<file path="config.mk">
export PLATFORM = sky130hd
export DESIGN_NAME = cycle_counter_extend_and_split
export DESIGN_NICKNAME = d
export VERILOG_FILES = /design/src/hw/rtl/ccx_pkg.sv /design/src/hw/rtl/ccx_front.sv /design/src/hw/rtl/ccx_queue.sv /design/src/hw/rtl/ccx_back.sv /design/src/hw/rtl/cycle_counter_extend_and_split.sv
export SDC_FILE = /design/constraint.sdc
export NUM_CORES = 2
export LEC_CHECK = 0
export BUFFER_PORTS_ARGS = -buffer_cell sky130_fd_sc_hd__buf_2
export CAP_MARGIN = 20
export CORE_MARGIN = 2
export CORE_UTILIZATION = 62
export DETAILED_ROUTE_END_ITERATION = 16
export GPL_ROUTABILITY_DRIVEN = 0
export GPL_TIMING_DRIVEN = 0
export PLACE_DENSITY = 0.88
export SLEW_MARGIN = 5
export SYNTH_ARGS = -nofsm -noshare
export SYNTH_HDL_FRONTEND = slang
export SYNTH_SLANG_ARGS = --single-unit
</file>
<file path="constraint.sdc">
create_clock -name aclk -period 10 [get_ports aclk]
set_clock_uncertainty 0.05 [all_clocks]
set_input_delay 1.5 -clock aclk [delete_from_list [all_inputs] [get_ports aclk]]
set_output_delay 1.5 -clock aclk [all_outputs]
set_load 0.05 [all_outputs]
</file>
<file path="src/hw/rtl/ccx_pkg.sv">
package ccx_pkg;

    localparam int unsigned SAMPLE_W      = 32;
    localparam int unsigned EXT_W         = 64;
    localparam int unsigned SECS_W        = 45;
    localparam int unsigned PART_W        = 10;
    localparam int unsigned MHZ_W         = 10;
    localparam int unsigned REM_W         = 20;
    localparam int unsigned CNT_W         = 6;
    localparam int unsigned QUEUE_DEPTH   = 2;

    localparam logic [MHZ_W-1:0] CLOCK_MHZ_RESET = MHZ_W'(550);
    localparam logic [REM_W-1:0] MEG             = REM_W'(1000000);
    localparam logic [REM_W-1:0] THOUSAND        = REM_W'(1000);

    // floor(x / 1000) = (x * RECIP_M) >> RECIP_K for x below one million
    localparam int unsigned RECIP_K = 30;
    localparam int unsigned PROD_W  = 41;
    localparam logic [PROD_W-1:0] RECIP_M = PROD_W'(1073742);

    // long division by one million in 12-bit digits
    // floor(x / 1000000) = ((x >> 6) * SEC_RECIP_M) >> SEC_RECIP_K for x below 2^32
    localparam int unsigned DIGIT_W     = 12;
    localparam int unsigned SEC_DIGITS  = 5;
    localparam int unsigned SEC_X_W     = REM_W + DIGIT_W;
    localparam int unsigned SEC_SHIFT   = 6;
    localparam int unsigned SEC_RECIP_K = 40;
    localparam int unsigned SEC_PROD_W  = 53;
    localparam logic [SEC_PROD_W-1:0] SEC_RECIP_M = SEC_PROD_W'(70368745);

    typedef struct packed {
        logic [SAMPLE_W-1:0] elapsed_cycles;
        logic [EXT_W-1:0]    extended_cycles;
    } ccx_item_t;

    typedef enum logic [2:0] {
        ST_IDLE,
        ST_DIV_MHZ,
        ST_SEC_MUL,
        ST_SEC_SUB,
        ST_MUL,
        ST_SUB,
        ST_DONE
    } back_state_t;

endpackage

</file>
<file path="src/hw/rtl/ccx_front.sv">
module ccx_front (
    input  logic                          aclk,
    input  logic                          aresetn,
    input  logic                          s_valid,
    output logic                          s_ready,
    input  logic [ccx_pkg::SAMPLE_W-1:0]  s_counter_sample,
    input  logic [ccx_pkg::SAMPLE_W-1:0]  s_reference_count,
    output logic                          push_valid,
    input  logic                          push_ready,
    output ccx_pkg::ccx_item_t            push_item
);
    import ccx_pkg::*;

    logic [SAMPLE_W-1:0] wrap_reg, wrap_next;
    logic [SAMPLE_W-1:0] prev_reg, prev_next;
    logic                take;
    logic [SAMPLE_W-1:0] wrap_upd;

    assign s_ready    = push_ready;
    assign take       = s_valid && push_ready;
    assign push_valid = take;

    // a sample below the previous one means the counter rolled over
    assign wrap_upd = (s_counter_sample < prev_reg) ? wrap_reg + SAMPLE_W'(1) : wrap_reg;

    always_comb begin
        wrap_next = wrap_reg;
        prev_next = prev_reg;
        if (take) begin
            wrap_next = wrap_upd;
            prev_next = s_counter_sample;
        end
    end

    assign push_item.elapsed_cycles  = s_counter_sample - s_reference_count;
    assign push_item.extended_cycles = {wrap_upd, s_counter_sample};

    always_ff @(posedge aclk) begin
        if (!aresetn) begin
            wrap_reg <= '0;
            prev_reg <= '0;
        end else begin
            wrap_reg <= wrap_next;
            prev_reg <= prev_next;
        end
    end

endmodule

</file>
<file path="src/hw/rtl/ccx_queue.sv">
module ccx_queue #(
    parameter int unsigned DEPTH = ccx_pkg::QUEUE_DEPTH
) (
    input  logic               aclk,
    input  logic               aresetn,
    input  logic               push_valid,
    output logic               push_ready,
    input  ccx_pkg::ccx_item_t push_item,
    output logic               pop_valid,
    input  logic               pop_ready,
    output ccx_pkg::ccx_item_t pop_item
);
    import ccx_pkg::*;

    localparam int unsigned AW = (DEPTH > 1) ? $clog2(DEPTH) : 1;
    localparam int unsigned CW = $clog2(DEPTH + 1);

    ccx_item_t       mem_reg [DEPTH];
    logic [AW-1:0]   wr_ptr_reg, wr_ptr_next;
    logic [AW-1:0]   rd_ptr_reg, rd_ptr_next;
    logic [CW-1:0]   count_reg, count_next;
    logic            do_push, do_pop;

    assign push_ready = (count_reg != CW'(DEPTH));
    assign pop_valid  = (count_reg != '0);
    assign pop_item   = mem_reg[rd_ptr_reg];
    assign do_push    = push_valid && push_ready;
    assign do_pop     = pop_valid && pop_ready;

    always_comb begin
        wr_ptr_next = wr_ptr_reg;
        rd_ptr_next = rd_ptr_reg;
        count_next  = count_reg;
        if (do_push) begin
            wr_ptr_next = (wr_ptr_reg == AW'(DEPTH - 1)) ? '0 : wr_ptr_reg + AW'(1);
        end
        if (do_pop) begin
            rd_ptr_next = (rd_ptr_reg == AW'(DEPTH - 1)) ? '0 : rd_ptr_reg + AW'(1);
        end
        if (do_push && !do_pop) begin
            count_next = count_reg + CW'(1);
        end else if (!do_push && do_pop) begin
            count_next = count_reg - CW'(1);
        end
    end

    always_ff @(posedge aclk) begin
        if (do_push) begin
            mem_reg[wr_ptr_reg] <= push_item;
        end
    end

    always_ff @(posedge aclk) begin
        if (!aresetn) begin
            wr_ptr_reg <= '0;
            rd_ptr_reg <= '0;
            count_reg  <= '0;
        end else begin
            wr_ptr_reg <= wr_ptr_next;
            rd_ptr_reg <= rd_ptr_next;
            count_reg  <= count_next;
        end
    end

    a_no_overflow: assert property (@(posedge aclk) disable iff (!aresetn)
        count_reg <= CW'(DEPTH))
        else $error("queue count beyond depth");

endmodule

</file>
<file path="src/hw/rtl/ccx_back.sv">
module ccx_back (
    input  logic                         aclk,
    input  logic                         aresetn,
    input  logic [ccx_pkg::MHZ_W-1:0]    clock_mhz,
    input  logic                         pop_valid,
    output logic                         pop_ready,
    input  ccx_pkg::ccx_item_t           pop_item,
    output logic                         m_valid,
    input  logic                         m_ready,
    output logic [ccx_pkg::SAMPLE_W-1:0] m_elapsed_cycles,
    output logic [ccx_pkg::EXT_W-1:0]    m_extended_cycles,
    output logic [ccx_pkg::SECS_W-1:0]   m_whole_seconds,
    output logic [ccx_pkg::PART_W-1:0]   m_millis_part,
    output logic [ccx_pkg::PART_W-1:0]   m_micros_part,
    output logic [ccx_pkg::EXT_W-1:0]    m_total_micros
);
    import ccx_pkg::*;

    localparam int unsigned TOP_W = EXT_W - SEC_DIGITS * DIGIT_W;

    back_state_t         state_reg, state_next;
    logic [EXT_W-1:0]    work_reg, work_next;
    logic [REM_W-1:0]    rem_reg, rem_next;
    logic [CNT_W-1:0]    cnt_reg, cnt_next;
    logic [SAMPLE_W-1:0] elapsed_reg, elapsed_next;
    logic [EXT_W-1:0]    ext_reg, ext_next;
    logic [EXT_W-1:0]    total_reg, total_next;
    logic [SECS_W-1:0]   secs_reg, secs_next;
    logic [PROD_W-1:0]   prod_reg, prod_next;
    logic [SEC_PROD_W-1:0] sec_prod_reg, sec_prod_next;
    logic [PART_W-1:0]   ms_reg, ms_next;
    logic [PART_W-1:0]   us_reg, us_next;

    logic                out_valid_reg, out_valid_next;
    logic [SAMPLE_W-1:0] out_elapsed_reg, out_elapsed_next;
    logic [EXT_W-1:0]    out_ext_reg, out_ext_next;
    logic [SECS_W-1:0]   out_secs_reg, out_secs_next;
    logic [PART_W-1:0]   out_ms_reg, out_ms_next;
    logic [PART_W-1:0]   out_us_reg, out_us_next;
    logic [EXT_W-1:0]    out_total_reg, out_total_next;

    logic [MHZ_W-1:0]    mhz_eff;
    logic [REM_W-1:0]    divisor;
    logic [REM_W:0]      trial;
    logic [REM_W:0]      diff;
    logic                ge;
    logic [REM_W-1:0]    rem_step;
    logic [EXT_W-1:0]    work_step;
    logic [SEC_X_W-1:0]  sec_x;
    logic [DIGIT_W-1:0]  sec_q;
    logic [SEC_X_W-1:0]  sec_rem_wide;
    logic [EXT_W-1:0]    sec_work;
    logic [PART_W-1:0]   ms_val;
    logic [REM_W-1:0]    us_wide;

    // zero clock is treated as 1 MHz
    assign mhz_eff = (clock_mhz == '0) ? MHZ_W'(1) : clock_mhz;

    // restoring divider by the clock in mhz, one quotient bit per cycle
    assign divisor   = REM_W'(mhz_eff);
    assign trial     = {rem_reg, work_reg[EXT_W-1]};
    assign ge        = (trial >= {1'b0, divisor});
    assign diff      = trial - {1'b0, divisor};
    assign rem_step  = ge ? diff[REM_W-1:0] : trial[REM_W-1:0];
    assign work_step = {work_reg[EXT_W-2:0], ge};

    // one digit of the division by one million per pass through the multiply and subtract states
    assign sec_x        = {rem_reg, work_reg[EXT_W-1 -: DIGIT_W]};
    assign sec_q        = sec_prod_reg[SEC_RECIP_K+DIGIT_W-1:SEC_RECIP_K];
    assign sec_rem_wide = sec_x - SEC_X_W'(sec_q) * SEC_X_W'(MEG);
    assign sec_work     = {work_reg[EXT_W-DIGIT_W-1:0], sec_q};

    assign ms_val  = prod_reg[RECIP_K+PART_W-1:RECIP_K];
    assign us_wide = rem_reg - REM_W'(ms_val) * THOUSAND;

    assign pop_ready = (state_reg == ST_IDLE);

    always_comb begin
        state_next       = state_reg;
        work_next        = work_reg;
        rem_next         = rem_reg;
        cnt_next         = cnt_reg;
        elapsed_next     = elapsed_reg;
        ext_next         = ext_reg;
        total_next       = total_reg;
        secs_next        = secs_reg;
        prod_next        = prod_reg;
        sec_prod_next    = sec_prod_reg;
        ms_next          = ms_reg;
        us_next          = us_reg;
        out_valid_next   = out_valid_reg && !m_ready;
        out_elapsed_next = out_elapsed_reg;
        out_ext_next     = out_ext_reg;
        out_secs_next    = out_secs_reg;
        out_ms_next      = out_ms_reg;
        out_us_next      = out_us_reg;
        out_total_next   = out_total_reg;
        case (state_reg)
            ST_IDLE: begin
                if (pop_valid) begin
                    elapsed_next = pop_item.elapsed_cycles;
                    ext_next     = pop_item.extended_cycles;
                    work_next    = pop_item.extended_cycles;
                    rem_next     = '0;
                    cnt_next     = CNT_W'(EXT_W - 1);
                    state_next   = ST_DIV_MHZ;
                end
            end
            ST_DIV_MHZ: begin
                work_next = work_step;
                rem_next  = rem_step;
                cnt_next  = cnt_reg - CNT_W'(1);
                if (cnt_reg == '0) begin
                    // total micros done; its top bits seed the remainder of the next divide
                    total_next = work_step;
                    work_next  = {work_step[EXT_W-TOP_W-1:0], TOP_W'(0)};
                    rem_next   = REM_W'(work_step[EXT_W-1:EXT_W-TOP_W]);
                    cnt_next   = CNT_W'(SEC_DIGITS - 1);
                    state_next = ST_SEC_MUL;
                end
            end
            ST_SEC_MUL: begin
                sec_prod_next = SEC_PROD_W'(sec_x[SEC_X_W-1:SEC_SHIFT]) * SEC_RECIP_M;
                state_next    = ST_SEC_SUB;
            end
            ST_SEC_SUB: begin
                work_next = sec_work;
                rem_next  = sec_rem_wide[REM_W-1:0];
                cnt_next  = cnt_reg - CNT_W'(1);
                if (cnt_reg == '0) begin
                    secs_next  = sec_work[SECS_W-1:0];
                    state_next = ST_MUL;
                end else begin
                    state_next = ST_SEC_MUL;
                end
            end
            ST_MUL: begin
                prod_next  = PROD_W'(rem_reg) * RECIP_M;
                state_next = ST_SUB;
            end
            ST_SUB: begin
                ms_next    = ms_val;
                us_next    = us_wide[PART_W-1:0];
                state_next = ST_DONE;
            end
            ST_DONE: begin
                if (!out_valid_reg || m_ready) begin
                    out_valid_next   = 1'b1;
                    out_elapsed_next = elapsed_reg;
                    out_ext_next     = ext_reg;
                    out_secs_next    = secs_reg;
                    out_ms_next      = ms_reg;
                    out_us_next      = us_reg;
                    out_total_next   = total_reg;
                    state_next       = ST_IDLE;
                end
            end
            default: begin
                state_next = ST_IDLE;
            end
        endcase
    end

    always_ff @(posedge aclk) begin
        if (!aresetn) begin
            state_reg     <= ST_IDLE;
            out_valid_reg <= 1'b0;
        end else begin
            state_reg     <= state_next;
            out_valid_reg <= out_valid_next;
        end
    end

    always_ff @(posedge aclk) begin
        work_reg        <= work_next;
        rem_reg         <= rem_next;
        cnt_reg         <= cnt_next;
        elapsed_reg     <= elapsed_next;
        ext_reg         <= ext_next;
        total_reg       <= total_next;
        secs_reg        <= secs_next;
        prod_reg        <= prod_next;
        sec_prod_reg    <= sec_prod_next;
        ms_reg          <= ms_next;
        us_reg          <= us_next;
        out_elapsed_reg <= out_elapsed_next;
        out_ext_reg     <= out_ext_next;
        out_secs_reg    <= out_secs_next;
        out_ms_reg      <= out_ms_next;
        out_us_reg      <= out_us_next;
        out_total_reg   <= out_total_next;
    end

    assign m_valid           = out_valid_reg;
    assign m_elapsed_cycles  = out_elapsed_reg;
    assign m_extended_cycles = out_ext_reg;
    assign m_whole_seconds   = out_secs_reg;
    assign m_millis_part     = out_ms_reg;
    assign m_micros_part     = out_us_reg;
    assign m_total_micros    = out_total_reg;

    a_rem_below_mhz: assert property (@(posedge aclk) disable iff (!aresetn)
        (state_reg == ST_DIV_MHZ) |-> (rem_reg < REM_W'(mhz_eff)))
        else $error("partial remainder not below clock divisor");

    a_rem_below_meg: assert property (@(posedge aclk) disable iff (!aresetn)
        (state_reg == ST_SEC_MUL) |-> (rem_reg < MEG))
        else $error("partial remainder not below one million");

    a_parts_range: assert property (@(posedge aclk) disable iff (!aresetn)
        out_valid_reg |-> (out_ms_reg < PART_W'(1000)) && (out_us_reg < PART_W'(1000)))
        else $error("millis or micros part out of range");

    a_total_split: assert property (@(posedge aclk) disable iff (!aresetn)
        out_valid_reg |-> (out_total_reg == EXT_W'(out_secs_reg) * EXT_W'(MEG)
                          + EXT_W'(out_ms_reg) * EXT_W'(THOUSAND) + EXT_W'(out_us_reg)))
        else $error("time split does not add up to total micros");

endmodule

</file>
<file path="src/hw/rtl/cycle_counter_extend_and_split.sv">
// the back takes no new transaction until the last one has gone into its output register
// the back runs 64 bit-serial divide steps by the clock in MHz, then reciprocal long
//   division by one million
// a two-entry queue lets the front take the next transaction while the back computes
// reset: synchronous active low; clears wrap count, previous sample, queue and control,
//   and loads clock_mhz with 550
module cycle_counter_extend_and_split #(
    parameter int unsigned QUEUE_DEPTH = ccx_pkg::QUEUE_DEPTH
) (
    input  logic                         aclk,
    input  logic                         aresetn,
    input  logic                         cfg_wr_en,
    input  logic [ccx_pkg::MHZ_W-1:0]    cfg_wr_data,
    input  logic                         s_valid,
    output logic                         s_ready,
    input  logic [ccx_pkg::SAMPLE_W-1:0] s_counter_sample,
    input  logic [ccx_pkg::SAMPLE_W-1:0] s_reference_count,
    output logic                         m_valid,
    input  logic                         m_ready,
    output logic [ccx_pkg::SAMPLE_W-1:0] m_elapsed_cycles,
    output logic [ccx_pkg::EXT_W-1:0]    m_extended_cycles,
    output logic [ccx_pkg::SECS_W-1:0]   m_whole_seconds,
    output logic [ccx_pkg::PART_W-1:0]   m_millis_part,
    output logic [ccx_pkg::PART_W-1:0]   m_micros_part,
    output logic [ccx_pkg::EXT_W-1:0]    m_total_micros
);
    import ccx_pkg::*;

    logic [MHZ_W-1:0] clock_mhz_reg, clock_mhz_next;
    logic             push_valid, push_ready;
    ccx_item_t        push_item;
    logic             pop_valid, pop_ready;
    ccx_item_t        pop_item;

    assign clock_mhz_next = cfg_wr_en ? cfg_wr_data : clock_mhz_reg;

    always_ff @(posedge aclk) begin
        if (!aresetn) begin
            clock_mhz_reg <= CLOCK_MHZ_RESET;
        end else begin
            clock_mhz_reg <= clock_mhz_next;
        end
    end

    ccx_front u_front (
        .aclk              (aclk),
        .aresetn           (aresetn),
        .s_valid           (s_valid),
        .s_ready           (s_ready),
        .s_counter_sample  (s_counter_sample),
        .s_reference_count (s_reference_count),
        .push_valid        (push_valid),
        .push_ready        (push_ready),
        .push_item         (push_item)
    );

    ccx_queue #(
        .DEPTH (QUEUE_DEPTH)
    ) u_queue (
        .aclk       (aclk),
        .aresetn    (aresetn),
        .push_valid (push_valid),
        .push_ready (push_ready),
        .push_item  (push_item),
        .pop_valid  (pop_valid),
        .pop_ready  (pop_ready),
        .pop_item   (pop_item)
    );

    ccx_back u_back (
        .aclk              (aclk),
        .aresetn           (aresetn),
        .clock_mhz         (clock_mhz_reg),
        .pop_valid         (pop_valid),
        .pop_ready         (pop_ready),
        .pop_item          (pop_item),
        .m_valid           (m_valid),
        .m_ready           (m_ready),
        .m_elapsed_cycles  (m_elapsed_cycles),
        .m_extended_cycles (m_extended_cycles),
        .m_whole_seconds   (m_whole_seconds),
        .m_millis_part     (m_millis_part),
        .m_micros_part     (m_micros_part),
        .m_total_micros    (m_total_micros)
    );

endmodule

</file>
Yosys cells after proc, flatten, opt, wreduce, memory -nomap -nowiden

Memory sizes are Yosys's and may differ from the RTL's. A register that Yosys moved wholly into a read port is not among the register bits.
Cells that the tools add are included.

Register bits: 713
Word-level logic and storage cells: 102
Memories: 1
ROM bits: 0
Input bits: 79
Bits in writable memories: 192
Output and inout bits: 227
Bits in latches: 0

Memory list:

| name            | depth | bits a word | read ports | clocked after memory_dff | wr ports | line            | RTL |
|---|---|---|---|---|---|---|---|
| u_queue.mem_reg | 2     | 96          | 1          | 1                        | 1        | ccx_queue.sv:18 | `ccx_item_t mem_reg [DEPTH];` |

Divide/modulo/power cells: 0
Shift operators: 0
Bitwise gates (word level): 0
Reduce and logical (&&, ||, !) cells: 23
$add $sub $neg: 10
Multiply operators: 4
Muxes and demuxes: 27
Magnitude comparators: 2
Equal/unequal tests: 10

Operators with widths:

| operator                 | count |
|---|---|
| $pmux W64 S3             | 1 |
| $mux W64                 | 2 |
| $mux W20                 | 3 |
| $pmux W20 S3             | 1 |
| $mul A26 B27 Y52 const B | 1 |
| $mul A20 B20 Y39 const B | 1 |
| $add A32 B1 Y32 const B  | 1 |
| $lt A32 B32 Y1           | 1 |
| $mux W32                 | 1 |
| $sub A32 B32 Y32         | 1 |
| $ge A21 B10 Y1           | 1 |
| $pmux W3 S7              | 1 |
| $sub A20 B10 Y20         | 1 |
| $sub A20 B20 Y20         | 1 |
| $pmux W6 S3              | 1 |
| $mul A12 B14 Y14 const B | 1 |
| $mux W3                  | 4 |
| $mux W6                  | 2 |
| $logic_not A10 Y1        | 1 |
| $mul A10 B7 Y7 const B   | 1 |
| $mux W10                 | 1 |
| $reduce_and A2 Y1        | 5 |
| $sub A10 B10 Y10         | 1 |
| $eq A3 B3 Y1 const B     | 3 |
| 18 further kinds         | 39 |

Logic depth before layout (Yosys ltp)

Depth in word-level cells: 7
Mapped depth: 25
Depth with buffers taken out: 25

Modules after synthesis

From an unflattened synthesis, not the netlist that was laid out.

Cell total of the unflattened synthesis: 3,981
Area total of the unflattened synthesis: 50,624.8 sq um

By module, submodules not included:

| module                         | cells each | times used | area each (sq um) | sequential area each (sq um) |
|---|---|---|---|---|
| ccx_back                       | 2,808      | 1          | 36,964.2          | 16,956.3 |
| ccx_queue                      | 323        | 1          | 7,332.0           | 5,865.6 |
| ccx_front                      | 818        | 1          | 5,960.7           | 1,281.2 |
| cycle_counter_extend_and_split | 32         | 1          | 367.9             | 200.2 |

Least setup slack after synthesis

No wires, ideal clock.

Kind: input to register
From: input port m_ready
To: register u_back.out_elapsed_reg[0], in the netlist u_back.m_elapsed_cycles[0], enable pin
Setup time: 0.615 ns
Buffers on the path: 0
Path slack: 2.523 ns
Cell stages on the path: 2
Data required time: 9.335 ns
Data arrival time: 6.812 ns
Cell sequence: nand2b_1 > and3_1

Longest elaborated chain between the ends: 2

Ends and longest elaborated chain:

| element                     | line                                 | RTL |
|---|---|---|
| start, declared             | cycle_counter_extend_and_split.sv:19 | `input logic m_ready,` |
| $logic_or A1 B1 Y1          | ccx_back.sv:147                      | `if (!out_valid_reg \|\| m_ready) begin` |
| $reduce_and A2 Y1 (no line) | --                                   |  |
| end signal, assigned        | ccx_back.sv:186                      | `out_elapsed_reg <= out_elapsed_next;` |
| end, declared               | ccx_back.sv:35                       | `logic [SAMPLE_W-1:0] out_elapsed_reg, out_elapsed_next;` |

No other way between the ends.
A chain may end at the register's enable or synchronous reset.

Worst setup path in the final report

From: register u_back.rem_reg[3]
To: register u_back.sec_prod_reg[50] (data pin)

Longest elaborated chain between the ends: 1

Ends and longest elaborated chain:

| element                | line            | RTL |
|---|---|---|
| start, declared        | ccx_back.sv:23  | `logic [REM_W-1:0] rem_reg, rem_next;` |
| start signal, assigned | ccx_back.sv:176 | `rem_reg <= rem_next;` |
| $mul A26 B27 Y52       | ccx_back.sv:123 | `sec_prod_next = SEC_PROD_W'(sec_x[SEC_X_W-1:SEC_SHIFT]) * SEC_RECIP_M;` |
| end signal, assigned   | ccx_back.sv:183 | `sec_prod_reg <= sec_prod_next;` |
| end, declared          | ccx_back.sv:30  | `logic [SEC_PROD_W-1:0] sec_prod_reg, sec_prod_next;` |

No other way between the ends.

==> impl_metrics.tcl <==
set metrics [dict create \
    hp-start "u_back.total_reg[32]" \
    cts_root_buffer "clkbuf_16" \
    cts_resized 0 \
    rsz0062_at_grt "no" \
    ys_seq_area_share_pct 48.5 \
    die-area_um2 83100 \
    hold_violations 0 \
    synthTopCellsByArea "edfxtp_1 (45%), ha_1 (14%), fa_1 (13%), inv_1 (5.2%), dfxtp_1 (3.3%)" \
    synth_nets 4978 \
    status "finished clean" \
    cpMaxStageDelayCell "edfxtp_1" \
    ys_seq_elements 837 \
    dp_slack_ps 522 \
    slowest_delay_ps 1040 \
    clk_pin_slew_ps 60 \
    fin_ws_ps 801 \
    r2r_end "u_back.sec_prod_reg[50]" \
    max_freq_ghz 0.109 \
    hold_depth 0 \
    worst_pin_slew_ps 1250 \
    ant_nets 0 \
    num_vias 34538 \
    grt-ovfl-total 0 \
    cts_buffers 85 \
    path_cells "inv_1 -> fa_1 -> inv_1 -> fa_1 -> inv_1 -> fa_1 -> inv_1 -> fa_1 -> fa_1 -> fa_1 -> inv_1 -> fa_1 -> inv_1 -> ha_1 -> a211oi_1 -> nor2_1 -> o31ai_1 -> a21boi_0 -> nor3_1 -> o21ai_0 -> a211o_1 -> a21oi_1 -> xnor2_1" \
    grt_max_degree 62 \
    hold_buffers 0 \
    cts_setup_buffers 0 \
    grt_use_met2_pct 53.6 \
    ys_async_sr_fraction_pct 0 \
    rrSetupSlack_ps 800 \
    cap_violations 0 \
    cp_max_fo 13 \
    clock_path_buffers 3 \
    synth_top_area_share_pct 45.2 \
    gr-usage-met3_pct 9.20 \
    rows 104 \
    cts.sinks 837 \
    ys_types 74 \
    numPortBuffers 304 \
    critPathLaunch "u_back.rem_reg[3]" \
    r2r_start "u_back.rem_reg[3]" \
    synth_area_um2 50100 \
    drtPass1Iterations 7 \
    grt_pass1_vias 35877 \
    ys.flop_type "edfxtp_1" \
    final_cell_mix "edfxtp_1 (754), inv_1 (691), ha_1 (546), fa_1 (337), a21oi_1 (319)" \
    synth_edf_count 754 \
    stdcell_area_um2 56500 \
    start_kind "flip-flop" \
    fin_crit_ps 9200 \
    grt_pass1_wl_um 204000 \
    antenna_found_initial 4 \
    core_area_um2 80300 \
    io_pins 306 \
    htreeDepth 3 \
    drive_gt1_share_pct 13.3 \
    cts_tree "done" \
    fin_crit_sh_pct 92.0 \
    fp.dieH_um 288 \
    routedWlPerCell_um 24.5 \
    met1_usage_pct 39.8 \
    hold_path.class "reg2reg" \
    viasPerCell 6.20 \
    setup_violations 0 \
    synthCells 4016 \
    reg2reg_depth 23 \
    routed_wl_um 136000 \
    cp.required_ps 10360 \
    max_slew_margin_pct 17.0 \
    ys_warn_count 0 \
    dp_hpwl_um 98000 \
    hold_ws_ps 360 \
    largest_reg_flops 192 \
    grt_usage_pct 32.8 \
    slew_viol_final 0 \
    insertion_delay_ps 690 \
    area_growth_pct 12.8 \
    cp.arrival_ps 9560 \
    finalNetCount 5396 \
    top_usage_layer "met2" \
    synth_top_area_cell "edfxtp_1" \
    drc_errors 0 \
    mostFrequentLayoutCell "edfxtp_1" \
    cpMostUsedCell "fa_1" \
    start_util_pct 62.4 \
    end_kind "flip-flop" \
    setup_tns_ps 0 \
    crit_type "reg2reg" \
    post_dp_cell_area_um2 53500 \
    avgSynthCellArea_um2 12.5 \
    drtIter0Drc 3959 \
    hold_end "u_back.m_total_micros[32]" \
    die_x_um 288 \
]
[stage by stage]
stage | std cells | utilization, %
floorplan | 4016 | -
global placement | 5380 | 65.9
detailed placement | 5405 | 66.6
CTS | 5564 | 70.3
global route | 5567 | 70.3
finish | 5574 | 70.4
[final cells by class]
type / count / area (µm²)
Clock buffer: 105 / 2230
Tap cell: 1060 / 1330
Clock inverter: 54 / 724
Fill cell: 4821 / 23800
Buffer: 96 / 375
Sequential cell: 837 / 24300
Antenna cell: 8 / 20.0
Inverter: 692 / 2600
Timing Repair Buffer: 331 / 2050
Multi-Input combinational cell: 2391 / 22900
[worst max-delay path, delay by kind of cell, from the launching register on]
kind / cells / cell delay [ps]
and+or+nand+nor: 2 / 1000
xor gates and xnor gates: 1 / 80
adders and majority gates: 8 / 4020
buffers and inverters: 6 / 650
AOI/OAI and AO/OA: 6 / 2070
DFF: 1 / 1040
[worst max path at each step]
stage                                      end  slack [ps]  depth (start not counted)
floorplan           u_back.m_elapsed_cycles[0]        2520                          2
global placement             u_back.rem_reg[0]       -1010                          8
detailed placement     u_back.sec_prod_reg[50]         520                         23
CTS                    u_back.sec_prod_reg[50]         530                         23
global route           u_back.sec_prod_reg[50]         680                         23
finish                 u_back.sec_prod_reg[50]         800                         23
[logic make-up (layout without fill, tap and decap cells)]
kind of cell / count (synthesis) / count (layout) / share of synthesized area (%)
AOI/OAI and AO/OA: 595 / 595 / 7.23
xor gates and xnor gates: 162 / 162 / 2.83
adders and majority gates: 883 / 883 / 27.1
buffers and inverters: 788 / 1278 / 5.94
DFF: 837 / 837 / 48.5
muxes: 115 / 115 / 2.54
other: 0 / 8 / 0
and+or+nand+nor: 636 / 636 / 5.82
[cells in the mapped netlist (22+ instances only)]
master	n
nor3_1	30
fa_1	337
nand2_1	271
xor2_1	58
dfxtp_1	83
ha_1	546
xnor2_1	104
clkbuf_1	79
nand4_1	30
nand3_1	31
a21o_1	53
and3_1	22
a21oi_1	319
mux2_2	96
inv_1	692
nor2_1	147
edfxtp_1	754
o21ai_0	64
nand2b_1	25
[metal layers]
| metal | vias up | share of wire (%) |
|---|---|---|
| li1 | 14645 | - |
| met1 | 16748 | 34 |
| met2 | 2458 | 47 |
| met3 | 685 | 12 |
| met4 | 2 | 6.4 |
| met5 | - | 0.015 |
Power is not shown: default switching activity piles up to over one toggle a cycle in this logic, so the estimate is an artifact.
